--- config.mk ---
export PLATFORM = sky130hd
export DESIGN_NAME = dual_pid_voltage_limit_controller_flat
export DESIGN_NICKNAME = d
export VERILOG_FILES = /design/src/sv/dpvl_pkg.sv /design/src/sv/dpvl_if.sv /design/src/sv/dpvl_csr.sv /design/src/sv/dpvl_pid_loop.sv /design/src/sv/dual_pid_voltage_limit_controller.sv /design/src/flat_wrapper.sv
export SDC_FILE = /design/constraint.sdc
export NUM_CORES = 2
export LEC_CHECK = 0
export ABC_AREA = 1
export BUFFER_PORTS_ARGS = -buffer_cell sky130_fd_sc_hd__buf_2
export CELL_PAD_IN_SITES_DETAIL_PLACEMENT = 0
export CELL_PAD_IN_SITES_GLOBAL_PLACEMENT = 1
export CORE_MARGIN = 3
export CORE_UTILIZATION = 50
export CTS_CLUSTER_SIZE = 10
export DETAILED_ROUTE_END_ITERATION = 8
export PLACE_DENSITY = 0.91
export SLEW_MARGIN = 20
export SYNTH_ARGS = -nofsm -noshare
export SYNTH_HDL_FRONTEND = slang
export SYNTH_SLANG_ARGS = --single-unit
--- constraint.sdc ---
create_clock -name clock -period 29.3 [get_ports clock]
set_input_delay 8.79 -clock clock [delete_from_list [all_inputs] [get_ports clock]]
set_output_delay 8.79 -clock clock [all_outputs]
set_load 0.005 [all_outputs]
--- src/sv/dpvl_pkg.sv ---
`default_nettype none

package dpvl_pkg;

   // Field widths of the sample and result words.
   localparam int ADC_BITS  = 12;
   localparam int ERR_W     = ADC_BITS + 1;
   localparam int DUTY_W    = 12;
   localparam int MODE_W    = 2;
   localparam int STATUS_W  = 3;

   // Loop arithmetic.
   localparam int PWM_SHIFT    = 14;
   localparam int GAIN_BITS    = 16;
   localparam int GAIN_FIELD_W = 16;
   localparam int GAIN_REG_W   = 3 * GAIN_FIELD_W;
   localparam int INT_W        = 40;

   // Configuration port.
   localparam int CSR_INDEX_W = 3;
   localparam int CSR_DATA_W  = GAIN_REG_W;

   localparam logic [ADC_BITS-1:0] ADC_MAX  = '1;
   localparam logic [DUTY_W-1:0]   DUTY_MAX = '1;

   // Command codes carried in the mode field; any other code is a sample.
   localparam logic [MODE_W-1:0] MODE_SAMPLE = 2'd0;
   localparam logic [MODE_W-1:0] MODE_START  = 2'd1;
   localparam logic [MODE_W-1:0] MODE_STOP   = 2'd2;

   // Status codes of the result word.
   localparam logic [STATUS_W-1:0] STATUS_REGULATING = 3'd0;
   localparam logic [STATUS_W-1:0] STATUS_IDLE       = 3'd1;
   localparam logic [STATUS_W-1:0] STATUS_OVER_VOLT  = 3'd2;
   localparam logic [STATUS_W-1:0] STATUS_UNDER_VOLT = 3'd3;
   localparam logic [STATUS_W-1:0] STATUS_FAULT      = 3'd4;

   // Register map.
   typedef enum logic [CSR_INDEX_W-1:0] {
      CSR_TARGET_FLOOR = 3'd0,
      CSR_VOUT_LIMIT   = 3'd1,
      CSR_VOUT_ABS_MAX = 3'd2,
      CSR_VIN_ABS_MIN  = 3'd3,
      CSR_IN_GAINS     = 3'd4,
      CSR_OUT_GAINS    = 3'd5,
      CSR_PWM_FLOOR    = 3'd6,
      CSR_PWM_CEILING  = 3'd7
   } csr_index_type;

   typedef struct packed {
      logic [ADC_BITS-1:0]   target_floor;
      logic [ADC_BITS-1:0]   vout_limit;
      logic [ADC_BITS-1:0]   vout_abs_max;
      logic [ADC_BITS-1:0]   vin_abs_min;
      logic [GAIN_REG_W-1:0] in_gains;
      logic [GAIN_REG_W-1:0] out_gains;
      logic [DUTY_W-1:0]     pwm_floor;
      logic [DUTY_W-1:0]     pwm_ceiling;
   } cfg_type;

   // Control of one PID loop's state.
   typedef struct packed {
      logic clear;
      logic run;
   } loop_ctl_type;

endpackage

`default_nettype wire

--- src/sv/dpvl_if.sv ---
`default_nettype none

// Sample channel: one word per ADC sample set or command.
interface dpvl_req_if;
   logic                          valid;
   logic                          ready;
   logic [dpvl_pkg::MODE_W-1:0]   mode;
   logic [dpvl_pkg::ADC_BITS-1:0] vout_sample;
   logic [dpvl_pkg::ADC_BITS-1:0] vin_sample;
   logic                          fault_n;
   logic [dpvl_pkg::ADC_BITS-1:0] vin_target;

   modport source (output valid, mode, vout_sample, vin_sample, fault_n, vin_target,
                   input ready);
   modport sink (input valid, mode, vout_sample, vin_sample, fault_n, vin_target,
                 output ready);
endinterface

// Result channel: one word per sample word.
interface dpvl_rsp_if;
   logic                          valid;
   logic                          ready;
   logic [dpvl_pkg::DUTY_W-1:0]   pwm_duty;
   logic [dpvl_pkg::STATUS_W-1:0] status;
   logic                          output_loop_active;
   logic                          saturated;

   modport source (output valid, pwm_duty, status, output_loop_active, saturated,
                   input ready);
   modport sink (input valid, pwm_duty, status, output_loop_active, saturated,
                 output ready);
endinterface

`default_nettype wire

--- src/sv/dpvl_csr.sv ---
`default_nettype none

module dpvl_csr (
   input  wire logic                              clock,
   input  wire logic                              reset,
   input  wire logic                              csr_we,
   input  wire logic [dpvl_pkg::CSR_INDEX_W-1:0]  csr_index,
   input  wire logic [dpvl_pkg::CSR_DATA_W-1:0]   csr_wdata,
   output dpvl_pkg::cfg_type                      cfg
);

   dpvl_pkg::cfg_type cfg_ff;
   dpvl_pkg::cfg_type cfg_in;

   // Decode a write into the addressed register; narrow registers keep the low bits.
   always_comb begin
      cfg_in = cfg_ff;
      if (csr_we) begin
         unique case (dpvl_pkg::csr_index_type'(csr_index))
            dpvl_pkg::CSR_TARGET_FLOOR: cfg_in.target_floor = csr_wdata[dpvl_pkg::ADC_BITS-1:0];
            dpvl_pkg::CSR_VOUT_LIMIT:   cfg_in.vout_limit   = csr_wdata[dpvl_pkg::ADC_BITS-1:0];
            dpvl_pkg::CSR_VOUT_ABS_MAX: cfg_in.vout_abs_max = csr_wdata[dpvl_pkg::ADC_BITS-1:0];
            dpvl_pkg::CSR_VIN_ABS_MIN:  cfg_in.vin_abs_min  = csr_wdata[dpvl_pkg::ADC_BITS-1:0];
            dpvl_pkg::CSR_IN_GAINS:     cfg_in.in_gains     = csr_wdata;
            dpvl_pkg::CSR_OUT_GAINS:    cfg_in.out_gains    = csr_wdata;
            dpvl_pkg::CSR_PWM_FLOOR:    cfg_in.pwm_floor    = csr_wdata[dpvl_pkg::DUTY_W-1:0];
            dpvl_pkg::CSR_PWM_CEILING:  cfg_in.pwm_ceiling  = csr_wdata[dpvl_pkg::DUTY_W-1:0];
            default:                    cfg_in = cfg_ff;
         endcase
      end
   end

   // Register bank with its reset values.
   always_ff @(posedge clock) begin
      if (reset) begin
         cfg_ff.target_floor <= '0;
         cfg_ff.vout_limit   <= dpvl_pkg::ADC_MAX;
         cfg_ff.vout_abs_max <= dpvl_pkg::ADC_MAX;
         cfg_ff.vin_abs_min  <= '0;
         cfg_ff.in_gains     <= '0;
         cfg_ff.out_gains    <= '0;
         cfg_ff.pwm_floor    <= '0;
         cfg_ff.pwm_ceiling  <= dpvl_pkg::DUTY_MAX;
      end else begin
         cfg_ff <= cfg_in;
      end
   end

   assign cfg = cfg_ff;

endmodule

`default_nettype wire

--- src/sv/dpvl_pid_loop.sv ---
`default_nettype none

module dpvl_pid_loop #(
   parameter int GAIN_BITS = dpvl_pkg::GAIN_BITS,
   parameter int PWM_SHIFT = dpvl_pkg::PWM_SHIFT
) (
   input  wire logic                                    clock,
   input  wire logic                                    reset,
   input  dpvl_pkg::loop_ctl_type                       ctl,
   input  wire logic signed [dpvl_pkg::ERR_W-1:0]       err,
   input  wire logic [dpvl_pkg::GAIN_REG_W-1:0]         gains,
   input  wire logic [dpvl_pkg::DUTY_W-1:0]             pwm_floor,
   input  wire logic [dpvl_pkg::DUTY_W-1:0]             pwm_ceiling,
   output logic [dpvl_pkg::DUTY_W+PWM_SHIFT-1:0]        drive,
   output logic [dpvl_pkg::DUTY_W+PWM_SHIFT-1:0]        prev_drive_in
);

   localparam int ERR_W   = dpvl_pkg::ERR_W;
   localparam int INT_W   = dpvl_pkg::INT_W;
   localparam int GF_W    = dpvl_pkg::GAIN_FIELD_W;
   localparam int DRIVE_W = dpvl_pkg::DUTY_W + PWM_SHIFT;
   localparam int K_W     = GAIN_BITS + 1;
   localparam int PROD_W  = ERR_W + K_W;
   localparam int DIFF_W  = ERR_W + 1;
   localparam int DPROD_W = DIFF_W + K_W;
   localparam int PD_W    = DPROD_W + 1;
   localparam int V_W     = INT_W + 1;

   logic signed [INT_W-1:0]   integral_ff, integral_in;
   logic signed [ERR_W-1:0]   prev_error_ff;
   logic [DRIVE_W-1:0]        prev_drive_ff;

   logic signed [K_W-1:0]     kp, ki, kd;
   logic signed [DIFF_W-1:0]  diff;
   logic signed [PROD_W-1:0]  p_term, i_term;
   logic signed [DPROD_W-1:0] d_term;
   logic signed [PD_W-1:0]    pd;
   logic signed [V_W-1:0]     int_sum, pd_x, v, v_rl, v_fin;
   logic signed [INT_W-1:0]   int_sat, int_fix;
   logic [DRIVE_W-1:0]        top, bot, step;
   logic [DRIVE_W:0]          limit;
   logic signed [V_W-1:0]     limit_x, top_x, bot_x;
   logic                      rate_hit, top_hit, bot_hit;

   // Gains are unsigned; a zero sign bit makes them signed multiplier operands.
   assign kp = $signed({1'b0, gains[0 +: GAIN_BITS]});
   assign ki = $signed({1'b0, gains[GF_W +: GAIN_BITS]});
   assign kd = $signed({1'b0, gains[2*GF_W +: GAIN_BITS]});

   // Proportional, derivative and integral terms.
   assign diff   = DIFF_W'(err) - DIFF_W'(prev_error_ff);
   assign p_term = PROD_W'(err) * PROD_W'(kp);
   assign i_term = PROD_W'(err) * PROD_W'(ki);
   assign d_term = DPROD_W'(diff) * DPROD_W'(kd);
   assign pd     = PD_W'(p_term) + PD_W'(d_term);
   assign pd_x   = V_W'(pd);

   // Integral accumulates with saturation at the signed bounds.
   assign int_sum = V_W'(integral_ff) + V_W'(i_term);
   assign int_sat = (int_sum[V_W-1] != int_sum[V_W-2])
                    ? {int_sum[V_W-1], {(INT_W-1){~int_sum[V_W-1]}}}
                    : int_sum[INT_W-1:0];
   assign v = pd_x + V_W'(int_sat);

   // Drive bounds and the rise limit of one eighth of the ceiling.
   assign top     = {pwm_ceiling, PWM_SHIFT'(0)};
   assign bot     = {pwm_floor, PWM_SHIFT'(0)};
   assign step    = top >> 3;
   assign limit   = (DRIVE_W+1)'(prev_drive_ff) + (DRIVE_W+1)'(step);
   assign limit_x = V_W'($signed({1'b0, limit}));
   assign top_x   = V_W'($signed({1'b0, top}));
   assign bot_x   = V_W'($signed({1'b0, bot}));

   assign rate_hit = v > limit_x;
   assign v_rl     = rate_hit ? limit_x : v;

   // Ceiling is tested before the floor.
   always_comb begin
      top_hit = v_rl > top_x;
      bot_hit = !top_hit && (v_rl < bot_x);
      if (top_hit) begin
         v_fin = top_x;
      end else if (bot_hit) begin
         v_fin = bot_x;
      end else begin
         v_fin = v_rl;
      end
   end

   // Anti-windup: when the drive was limited, the integral takes up the difference.
   assign int_fix     = INT_W'(v_fin - pd_x);
   assign integral_in = (rate_hit || top_hit || bot_hit) ? int_fix : int_sat;

   assign drive = v_fin[DRIVE_W-1:0];

   always_comb begin
      if (ctl.clear) begin
         prev_drive_in = '0;
      end else if (ctl.run) begin
         prev_drive_in = drive;
      end else begin
         prev_drive_in = prev_drive_ff;
      end
   end

   // Loop state.
   always_ff @(posedge clock) begin
      if (reset || ctl.clear) begin
         integral_ff   <= '0;
         prev_error_ff <= '0;
         prev_drive_ff <= '0;
      end else if (ctl.run) begin
         integral_ff   <= integral_in;
         prev_error_ff <= err;
         prev_drive_ff <= drive;
      end
   end

endmodule

`default_nettype wire

--- src/sv/dual_pid_voltage_limit_controller.sv ---
// Dual-loop PID voltage controller with min-select of the two drives.
//
// Sample words arrive on req_chan (valid/ready) and carry a mode, the output
// and input voltage readings, the fault line and the input-voltage target.
// Every word yields exactly one result word on rsp_chan: PWM duty, status, which
// loop governs and whether the input loop sits at the ceiling. The user must see
// registers written via csr_we/csr_index/csr_wdata only while idle; not enforced.
//
// A word passes through the input register and then the result register, from
// which the result is offered. Both loops run in the cycle that moves a word
// from the input register into the result register, so one word is taken per
// cycle with rsp ready high.
//
// Reset (synchronous, active high) clears both loops, leaves tracking off
// and loads the registers with their reset values. When the receiver holds
// rsp ready low, the result word is held, one further word waits in the
// input register, and req ready then falls until the result is taken.
`default_nettype none

module dual_pid_voltage_limit_controller #(
   parameter int GAIN_BITS = dpvl_pkg::GAIN_BITS,
   parameter int PWM_SHIFT = dpvl_pkg::PWM_SHIFT
) (
   input  wire logic                              clock,
   input  wire logic                              reset,
   dpvl_req_if.sink                               req_chan,
   dpvl_rsp_if.source                             rsp_chan,
   input  wire logic                              csr_we,
   input  wire logic [dpvl_pkg::CSR_INDEX_W-1:0]  csr_index,
   input  wire logic [dpvl_pkg::CSR_DATA_W-1:0]   csr_wdata
);

   localparam int ADC_BITS = dpvl_pkg::ADC_BITS;
   localparam int ERR_W    = dpvl_pkg::ERR_W;
   localparam int DUTY_W   = dpvl_pkg::DUTY_W;
   localparam int DRIVE_W  = DUTY_W + PWM_SHIFT;

   dpvl_pkg::cfg_type cfg;

   // Input register.
   logic                          s1_valid_ff;
   logic [dpvl_pkg::MODE_W-1:0]   mode_ff;
   logic [ADC_BITS-1:0]           vout_ff, vin_ff, target_ff;
   logic                          fault_n_ff;

   // Result register and controller state.
   logic                          rsp_valid_ff, rsp_valid_in;
   logic [DUTY_W-1:0]             duty_ff, duty_in;
   logic [dpvl_pkg::STATUS_W-1:0] status_ff, status_in;
   logic                          active_ff;
   logic                          sat_ff, sat_in;
   logic                          tracking_ff, tracking_in;
   logic                          loop_flag_ff, loop_flag_in;

   logic                          req_acc, move, run_loops, start_cmd;
   logic [ADC_BITS-1:0]           target;
   logic signed [ERR_W-1:0]       in_err, out_err;
   dpvl_pkg::loop_ctl_type        loop_ctl;
   logic [DRIVE_W-1:0]            in_drive, out_drive, in_prev_drive, out_prev_drive;
   logic [DRIVE_W-1:0]            sel_drive, top;

   dpvl_csr u_csr (
      .clock     (clock),
      .reset     (reset),
      .csr_we    (csr_we),
      .csr_index (csr_index),
      .csr_wdata (csr_wdata),
      .cfg       (cfg)
   );

   // Handshake: a word moves on when the result register is free or being taken.
   assign move           = s1_valid_ff && (!rsp_valid_ff || rsp_chan.ready);
   assign req_chan.ready = !s1_valid_ff || !rsp_valid_ff || rsp_chan.ready;
   assign req_acc        = req_chan.valid && req_chan.ready;

   always_ff @(posedge clock) begin
      if (reset) begin
         s1_valid_ff <= 1'b0;
      end else if (req_chan.ready) begin
         s1_valid_ff <= req_chan.valid;
      end
   end

   always_ff @(posedge clock) begin
      if (req_acc) begin
         mode_ff    <= req_chan.mode;
         vout_ff    <= req_chan.vout_sample;
         vin_ff     <= req_chan.vin_sample;
         fault_n_ff <= req_chan.fault_n;
         target_ff  <= req_chan.vin_target;
      end
   end

   // Target clamped up to the floor, and the two loop errors.
   assign target  = (target_ff < cfg.target_floor) ? cfg.target_floor : target_ff;
   assign in_err  = $signed({1'b0, vin_ff}) - $signed({1'b0, target});
   assign out_err = $signed({1'b0, vout_ff}) - $signed({1'b0, cfg.vout_limit});

   dpvl_pid_loop #(
      .GAIN_BITS (GAIN_BITS),
      .PWM_SHIFT (PWM_SHIFT)
   ) u_in_loop (
      .clock         (clock),
      .reset         (reset),
      .ctl           (loop_ctl),
      .err           (in_err),
      .gains         (cfg.in_gains),
      .pwm_floor     (cfg.pwm_floor),
      .pwm_ceiling   (cfg.pwm_ceiling),
      .drive         (in_drive),
      .prev_drive_in (in_prev_drive)
   );

   dpvl_pid_loop #(
      .GAIN_BITS (GAIN_BITS),
      .PWM_SHIFT (PWM_SHIFT)
   ) u_out_loop (
      .clock         (clock),
      .reset         (reset),
      .ctl           (loop_ctl),
      .err           (out_err),
      .gains         (cfg.out_gains),
      .pwm_floor     (cfg.pwm_floor),
      .pwm_ceiling   (cfg.pwm_ceiling),
      .drive         (out_drive),
      .prev_drive_in (out_prev_drive)
   );

   // Command decode and the protection checks, in priority order.
   always_comb begin
      tracking_in  = tracking_ff;
      loop_flag_in = loop_flag_ff;
      duty_in      = cfg.pwm_floor;
      status_in    = dpvl_pkg::STATUS_REGULATING;
      run_loops    = 1'b0;
      start_cmd    = 1'b0;
      sel_drive    = (out_drive <= in_drive) ? out_drive : in_drive;
      unique case (mode_ff)
         dpvl_pkg::MODE_START: begin
            start_cmd    = 1'b1;
            loop_flag_in = 1'b0;
            tracking_in  = 1'b1;
         end
         dpvl_pkg::MODE_STOP: begin
            tracking_in = 1'b0;
            status_in   = dpvl_pkg::STATUS_IDLE;
         end
         default: begin
            if (vout_ff > cfg.vout_abs_max) begin
               tracking_in = 1'b0;
               status_in   = dpvl_pkg::STATUS_OVER_VOLT;
            end else if (vin_ff < cfg.vin_abs_min) begin
               tracking_in = 1'b0;
               status_in   = dpvl_pkg::STATUS_UNDER_VOLT;
            end else if (!tracking_ff) begin
               status_in = dpvl_pkg::STATUS_IDLE;
            end else if (!fault_n_ff) begin
               tracking_in = 1'b0;
               status_in   = dpvl_pkg::STATUS_FAULT;
            end else begin
               run_loops    = 1'b1;
               loop_flag_in = out_drive <= in_drive;
               duty_in      = sel_drive[PWM_SHIFT +: DUTY_W];
            end
         end
      endcase
   end

   assign loop_ctl.clear = move && start_cmd;
   assign loop_ctl.run   = move && run_loops;

   // Saturation flag looks at the input loop's drive as left by this word.
   assign top    = {cfg.pwm_ceiling, PWM_SHIFT'(0)};
   assign sat_in = in_prev_drive >= top;

   always_comb begin
      if (move) begin
         rsp_valid_in = 1'b1;
      end else if (rsp_chan.ready) begin
         rsp_valid_in = 1'b0;
      end else begin
         rsp_valid_in = rsp_valid_ff;
      end
   end

   always_ff @(posedge clock) begin
      if (reset) begin
         rsp_valid_ff <= 1'b0;
         tracking_ff  <= 1'b0;
         loop_flag_ff <= 1'b0;
      end else begin
         rsp_valid_ff <= rsp_valid_in;
         if (move) begin
            tracking_ff  <= tracking_in;
            loop_flag_ff <= loop_flag_in;
         end
      end
   end

   always_ff @(posedge clock) begin
      if (move) begin
         duty_ff   <= duty_in;
         status_ff <= status_in;
         active_ff <= loop_flag_in;
         sat_ff    <= sat_in;
      end
   end

   // out_prev_drive is only needed inside its loop; fold it into nothing visible.
   logic unused_out_prev;
   assign unused_out_prev = ^out_prev_drive;

   assign rsp_chan.valid              = rsp_valid_ff;
   assign rsp_chan.pwm_duty           = duty_ff;
   assign rsp_chan.status             = status_ff;
   assign rsp_chan.output_loop_active = active_ff;
   assign rsp_chan.saturated          = sat_ff;

endmodule

`default_nettype wire

--- src/flat_wrapper.sv ---
// flat-port wrapper written by rule: the top's interface ports become plain ports
module dual_pid_voltage_limit_controller_flat 
#(
   parameter int GAIN_BITS = dpvl_pkg::GAIN_BITS,
   parameter int PWM_SHIFT = dpvl_pkg::PWM_SHIFT
)
  (clock, reset, csr_we, csr_index, csr_wdata, req_chan_valid, req_chan_mode, req_chan_vout_sample, req_chan_vin_sample, req_chan_fault_n, req_chan_vin_target, req_chan_ready, rsp_chan_valid, rsp_chan_pwm_duty, rsp_chan_status, rsp_chan_output_loop_active, rsp_chan_saturated, rsp_chan_ready);
  dpvl_req_if req_chan_i ();
  dpvl_rsp_if rsp_chan_i ();
  input  wire logic clock;
  input  wire logic reset;
  input  wire logic csr_we;
  input  wire logic [dpvl_pkg::CSR_INDEX_W-1:0] csr_index;
  input  wire logic [dpvl_pkg::CSR_DATA_W-1:0] csr_wdata;
  input wire logic [$bits(req_chan_i.valid)-1:0] req_chan_valid;
  input wire logic [$bits(req_chan_i.mode)-1:0] req_chan_mode;
  input wire logic [$bits(req_chan_i.vout_sample)-1:0] req_chan_vout_sample;
  input wire logic [$bits(req_chan_i.vin_sample)-1:0] req_chan_vin_sample;
  input wire logic [$bits(req_chan_i.fault_n)-1:0] req_chan_fault_n;
  input wire logic [$bits(req_chan_i.vin_target)-1:0] req_chan_vin_target;
  output wire logic [$bits(req_chan_i.ready)-1:0] req_chan_ready;
  output wire logic [$bits(rsp_chan_i.valid)-1:0] rsp_chan_valid;
  output wire logic [$bits(rsp_chan_i.pwm_duty)-1:0] rsp_chan_pwm_duty;
  output wire logic [$bits(rsp_chan_i.status)-1:0] rsp_chan_status;
  output wire logic [$bits(rsp_chan_i.output_loop_active)-1:0] rsp_chan_output_loop_active;
  output wire logic [$bits(rsp_chan_i.saturated)-1:0] rsp_chan_saturated;
  input wire logic [$bits(rsp_chan_i.ready)-1:0] rsp_chan_ready;
  assign req_chan_i.valid = req_chan_valid;
  assign req_chan_i.mode = req_chan_mode;
  assign req_chan_i.vout_sample = req_chan_vout_sample;
  assign req_chan_i.vin_sample = req_chan_vin_sample;
  assign req_chan_i.fault_n = req_chan_fault_n;
  assign req_chan_i.vin_target = req_chan_vin_target;
  assign req_chan_ready = req_chan_i.ready;
  assign rsp_chan_valid = rsp_chan_i.valid;
  assign rsp_chan_pwm_duty = rsp_chan_i.pwm_duty;
  assign rsp_chan_status = rsp_chan_i.status;
  assign rsp_chan_output_loop_active = rsp_chan_i.output_loop_active;
  assign rsp_chan_saturated = rsp_chan_i.saturated;
  assign rsp_chan_i.ready = rsp_chan_ready;
  dual_pid_voltage_limit_controller #(.GAIN_BITS(GAIN_BITS), .PWM_SHIFT(PWM_SHIFT)) u_core (.clock(clock), .reset(reset), .req_chan(req_chan_i), .rsp_chan(rsp_chan_i), .csr_we(csr_we), .csr_index(csr_index), .csr_wdata(csr_wdata));
endmodule
# Word-level counts from Yosys, hierarchy flattened
# Cells that the tools add are included.
[word_totals]
register_bits = 386
output_inout_bits = 19
[op_classes]
n_addsub = 14
mul = 6
n_lt_le_gt_ge = 11
n_eq_ne = 11
muxes = 38
bitwise_logic = 2
reduce_logical = 29
[op_table]
columns = ["operator", "n"]
rows = [
  ["two-way mux 40 bit", 8],
  ["multiplier 13 x 17 -> 30 bit", 4],
  ["adder 32 x 40 -> 41 bit", 2],
  ["adder 40 x 30 -> 41 bit", 2],
  ["greater-than comparator 41 x 27 -> 1 bit", 2],
  ["greater-than comparator 41 x 28 -> 1 bit", 2],
  ["< comparator 41 x 27 -> 1 bit", 2],
  ["two-way mux 41 bit", 2],
  ["subtractor 40 x 32 -> 40 bit", 2],
  ["two-way mux 26 bit", 3],
  ["two-way mux 12 bit", 6],
  ["adder 30 x 31 -> 32 bit", 2],
  ["multiplier 14 x 17 -> 31 bit", 2],
  ["adder 26 x 23 -> 27 bit", 2],
  ["subtractor 13 x 13 -> 14 bit", 2],
  [">= comparator 26 bit", 1],
  ["<= comparator 26 bit", 1],
  ["subtractor 12 x 12 -> 13 bit", 2],
  ["< comparator 12 bit", 2],
  ["AND reduction 2 bit", 8],
  ["== test 3 bit (second input constant)", 4],
  ["greater-than comparator 12 bit", 1],
  ["two-way mux 1 bit", 12],
  ["two-way mux 3 bit", 4],
  ["14 further kinds", 33],
]

# Depth between registers and ports, before layout
[depth]
ltp_word = 22
mapped_depth = 151
ltp_nobuf = 143

# Cells and area by module
# A second synthesis with hierarchy kept.
[unflattened]
hier_cells = 11555
area_unflattened_um2 = 82758.1
[by_module_without_submodules]
columns = ["mod", "instances", "cells_each", "area_each_um2", "seq_area_each_um2"]
rows = [
  ["dpvl_pid_loop (u_core.u_in_loop)", 1, 5015, 35502.8, 1581.5],
  ["dpvl_pid_loop (u_core.u_out_loop)", 1, 4925, 35272.6, 1581.5],
  ["dpvl_csr", 1, 944, 6547.5, 3363.2],
  ["dual_pid_voltage_limit_controller", 1, 671, 5435.2, 1761.7],
]

# Worst setup path after synthesis
# No wires, ideal clock.
[synth_path]
kind = "reg-to-reg"
startpoint = "reg u_core.target_ff[1]"
endpoint = "reg u_core.u_in_loop.integral_ff[34]"
setup_time_ps = 132
arrival_time_ps = 20482
path_slack_ps = 8685
path_stages_with_launch = 142
cell_sequence = "edfxtp_1 ha_1 o21a_1 o211ai_1 nand2_1 a21oi_1 o21ai_0 nand3_1 nand2_1 clkbuf_1 o21ai_0 ha_1 fa_1 o31ai_1 nand2_1 nand2_1 a21oi_1 or2_2 (+106 left out) a21oi_1 o21bai_1 nand2_1 nand2_1 a21oi_1 o21bai_1 nand2_1 inv_1 o21ai_2 nand2_2 nand2_4 nor2_4 nand2_1 nand2_1 nand2_1 nand3_1 nand2_1 a21oi_1"
[synth_between]
elab_chain_cells = 17
elab_cells_between_ends = 25
cone_classes = "6 x add/sub; 3 x mul; 4 x order compare; 1 x eq/ne; 6 x mux; 1 x bitwise; 4 x reduce/logical"
[synth_lines]
columns = ["element", "line", "text"]
rows = [
  ["start, declared", "dual_pid_voltage_limit_controller.sv:43", "logic [ADC_BITS-1:0] vout_ff, vin_ff, target_ff;"],
  ["start signal, assigned", "dual_pid_voltage_limit_controller.sv:90", "target_ff <= req_chan.vin_target;"],
  ["< comparator 12 bit", "dual_pid_voltage_limit_controller.sv:95", "assign target = (target_ff < cfg.target_floor) ? cfg.target_floor : target_ff;"],
  ["two-way mux 12 bit *", "dual_pid_voltage_limit_controller.sv:95", ""],
  ["subtractor 12 x 12 -> 13 bit *", "dual_pid_voltage_limit_controller.sv:96", "assign in_err = $signed({1'b0, vin_ff}) - $signed({1'b0, target});"],
  ["parallel branches: the longest is 13 deep, another holds adder 32 x 40 -> 41 bit", "--", ""],
  ["two-way mux 40 bit *", "dpvl_pid_loop.sv:92", "assign integral_in = (rate_hit || top_hit || bot_hit) ? int_fix : int_sat;"],
  ["end signal, assigned", "dpvl_pid_loop.sv:113", "integral_ff <= integral_in;"],
  ["end, declared", "dpvl_pid_loop.sv:29", "logic signed [INT_W-1:0] integral_ff, integral_in;"],
]
# Mark *: on every way between the ends.
# A chain may end at the register's enable or synchronous reset.

# Final worst setup path
[layout_path]
startpoint = "reg u_core.target_ff[1]"
endpoint = "reg u_core.u_in_loop.integral_ff[38]"
# Same word-level chain as after synthesis.

==> results.sh <==
export IMPL_run_status="complete, no violations"
export IMPL_synth_top_family_by_area="adder cells"
export IMPL_dp_slack_ns=3.999
export IMPL_drc=0
export IMPL_cap_violations=0
export IMPL_yosysSeqAreaShare_pct=10.74
export IMPL_worst_slack_ns=3.575
export IMPL_cpPeakStageDelay_ns=0.88
export IMPL_drt_first_iter_violations=5827
export IMPL_grt_pass1_wl_um=406300
export IMPL_grt_setup_unrepaired="false"
export IMPL_period_share_pct=87.80
export IMPL_cts_setup_buffers=0
export IMPL_slew_headroom_pct=13.30
export IMPL_hold_worst_slack_ns=0.4619
export IMPL_cts_tree="yes"
export IMPL_start_util_pct=50.58
export IMPL_synth_simple_area_share_pct=16.53
export IMPL_hold_buffers=0
export IMPL_globalRoute_totalOverflow=0
export IMPL_hold_viol_final=0
export IMPL_antenna_found_initial=17
export IMPL_cp_start_kind="flop"
export IMPL_critical_path_class="reg2reg"
export IMPL_final_setup_tns_ns=0
export IMPL_std_cell_rows=143
export IMPL_grt_max_degree=120
export IMPL_path_clk_slew_ns=0.06
export IMPL_critPathMostFrequentCell="nand2_1"
export IMPL_fmax_mhz=38.87
export IMPL_fp_dieW_um=398.9
export IMPL_hp_class="reg2reg"
export IMPL_period_needed_ns=25.73
export IMPL_antenna_left=0
export IMPL_cp_max_fo=48
export IMPL_synth_edff_count=56
export IMPL_cts_path_max_buffers=3
export IMPL_slowest_stage="clkinv_1"
export IMPL_htree_levels=2
export IMPL_fin_skew_ns=0.05198
export IMPL_dieArea_um2=159100
export IMPL_io_buffers=113
export IMPL_syn_to_final_growth_pct=5.415
export IMPL_nets=12332
export IMPL_async_reset_ff_share_pct=0
export IMPL_cts_buffers=53
export IMPL_synth_mux_area_share_pct=0
export IMPL_end_kind="flop"
export IMPL_root_buffer="clkbuf_16"
export IMPL_wl_um=267400
export IMPL_final_common_cell="inv_1"
export IMPL_synthFlopType="dfxtp_1"
export IMPL_grt_pass1_vias=66969
export IMPL_maxSlewViolCount=0
export IMPL_yosys_area_share_adder_pct=45.76
export IMPL_syn_area_um2=77190
export IMPL_drive_above_1_share_pct=4.078
export IMPL_via_per_inst=5.536
export IMPL_clk_latency_ns=0.71
export IMPL_setup_viol=0
export IMPL_netlist_instances=10175
export IMPL_synth_cell_types=65
export IMPL_cts_resized=0
export IMPL_wl_per_cell_um=21.98
export IMPL_ff2ff_setup_slack_ns=3.57
export IMPL_final_cell_mix="inv_1 (2270), nand2_1 (1954), fa_1 (1124)"
export IMPL_boundaryPins=114
export IMPL_syn_area_per_cell_um2=7.587
export IMPL_ys_ff_latch=386
export IMPL_synth_compound_area_share_pct=11.28
export IMPL_tightest_slew_ns=1.296
export IMPL_yosysWarnings=0
export IMPL_hpwl_um=224300
export IMPL_core_area_um2=152600
export IMPL_cp_required_ns=29.81
export IMPL_routabilityCongestion=1.011
export IMPL_cts_sinks=386
export IMPL_vias=67331
export IMPL_die_h_um=398.9
export IMPL_first_pass_iters=6
export IMPL_critPathArrivalTime_ns=26.24
export IMPL_grt_usage_pct=33.77
export IMPL_synth_xor_area_share_pct=2.678
-- area by class of cell --
class | count | area, µm²
Fill cell | 14586 | 71250
Multi-Input combinational cell | 7157 | 59010
Inverter | 2313 | 8691
Sequential cell | 386 | 8288
Tap cell | 2030 | 2540
Clock buffer | 72 | 1458
Timing Repair Buffer | 177 | 1059
Clock inverter | 23 | 317.8
Antenna cell | 4 | 10.01
-- critical path: cells and delay by family (launching register included) --
family	cells	cell delay (ns)
compound gates	45	8.16
buf+inv	15	2.51
flops	1	0.40
simple gates	54	7.30
xor+xnor	2	0.39
fa+ha+maj	17	6.78
-- sequential cells by signal, indices dropped and copies added (netlist names) --
signal / cells
u_core.fault_n_ff: 1
u_core.loop_flag_ff: 1
u_core.mode_ff: 2
u_core.rsp_chan.output_loop_active: 1
u_core.rsp_chan.pwm_duty: 12
u_core.rsp_chan.saturated: 1
u_core.rsp_chan.status: 3
u_core.rsp_chan.valid: 1
u_core.s1_valid_ff: 1
u_core.target_ff: 12
u_core.tracking_ff: 1
u_core.u_csr.cfg: 168
u_core.u_in_loop.integral_ff: 40
u_core.u_in_loop.prev_drive_ff: 26
u_core.u_in_loop.prev_error_ff: 13
u_core.u_out_loop.integral_ff: 40
u_core.u_out_loop.prev_drive_ff: 26
u_core.u_out_loop.prev_error_ff: 13
u_core.vin_ff: 12
u_core.vout_ff: 12
-- cell families (layout without fill, tap and decap cells) --
group	Yosys count	after routing
simple gates	3172	3172
buf+inv	2653	2585
fa+ha+maj	2149	2149
compound gates	1578	1578
flops	386	386
xor+xnor	236	236
other cells	1	26
-- path summary, 6_finish.rpt --
check	startpoint	cells past startpoint	end
setup / recovery	u_core.target_ff[1]	133	u_core.u_in_loop.integral_ff[38]
hold reg to reg	u_core.u_csr.cfg[122]	2	u_core.u_csr.cfg[122]
setup reg to reg	u_core.target_ff[1]	133	u_core.u_in_loop.integral_ff[38]
hold / removal	u_core.u_csr.cfg[122]	2	u_core.u_csr.cfg[122]
-- Yosys cell counts, drive strengths merged, types with 25 or more instances --
cell type | number | share of area (%)
o21bai | 37 | 0.36
ha | 1025 | 17
clkbuf | 287 | 1.4
nand2 | 1976 | 9.7
or2 | 55 | 0.45
xnor2 | 75 | 0.85
o21ai | 598 | 3.9
nand4 | 47 | 0.38
edfxtp | 56 | 2.2
nand3 | 189 | 1.3
dfxtp | 330 | 8.6
nor3 | 37 | 0.25
a21o | 25 | 0.24
fa | 1124 | 29
a21oi | 716 | 4.7
o211ai | 49 | 0.48
xor2 | 161 | 1.8
nor2 | 829 | 4.1
buf | 53 | 0.36
inv | 2290 | 11
a211oi | 26 | 0.25
-- through the flow --
step / util (%) / area (µm²) / instances
after floorplan: - / 77270 / 10196
after global placement: 52.15 / 79590 / 12063
after detailed placement: 52.15 / 79590 / 12063
after CTS: 53.31 / 81360 / 12158
after global routing: 53.31 / 81360 / 12158
final: 53.32 / 81370 / 12162
-- layer usage --
metal	share of wire (%)	vias up	wire length, µm	GRT usage (%)
li1	-	31146	-	-
met1	42	32673	111200	45.33
met2	44	2877	116400	52.17
met3	8.8	631	23580	6.527
met4	6.0	4	16160	16.65
met5	0.011	-	29	0
Power is not shown: default switching activity piles up to over one toggle a cycle in this logic, so the estimate is an artifact.
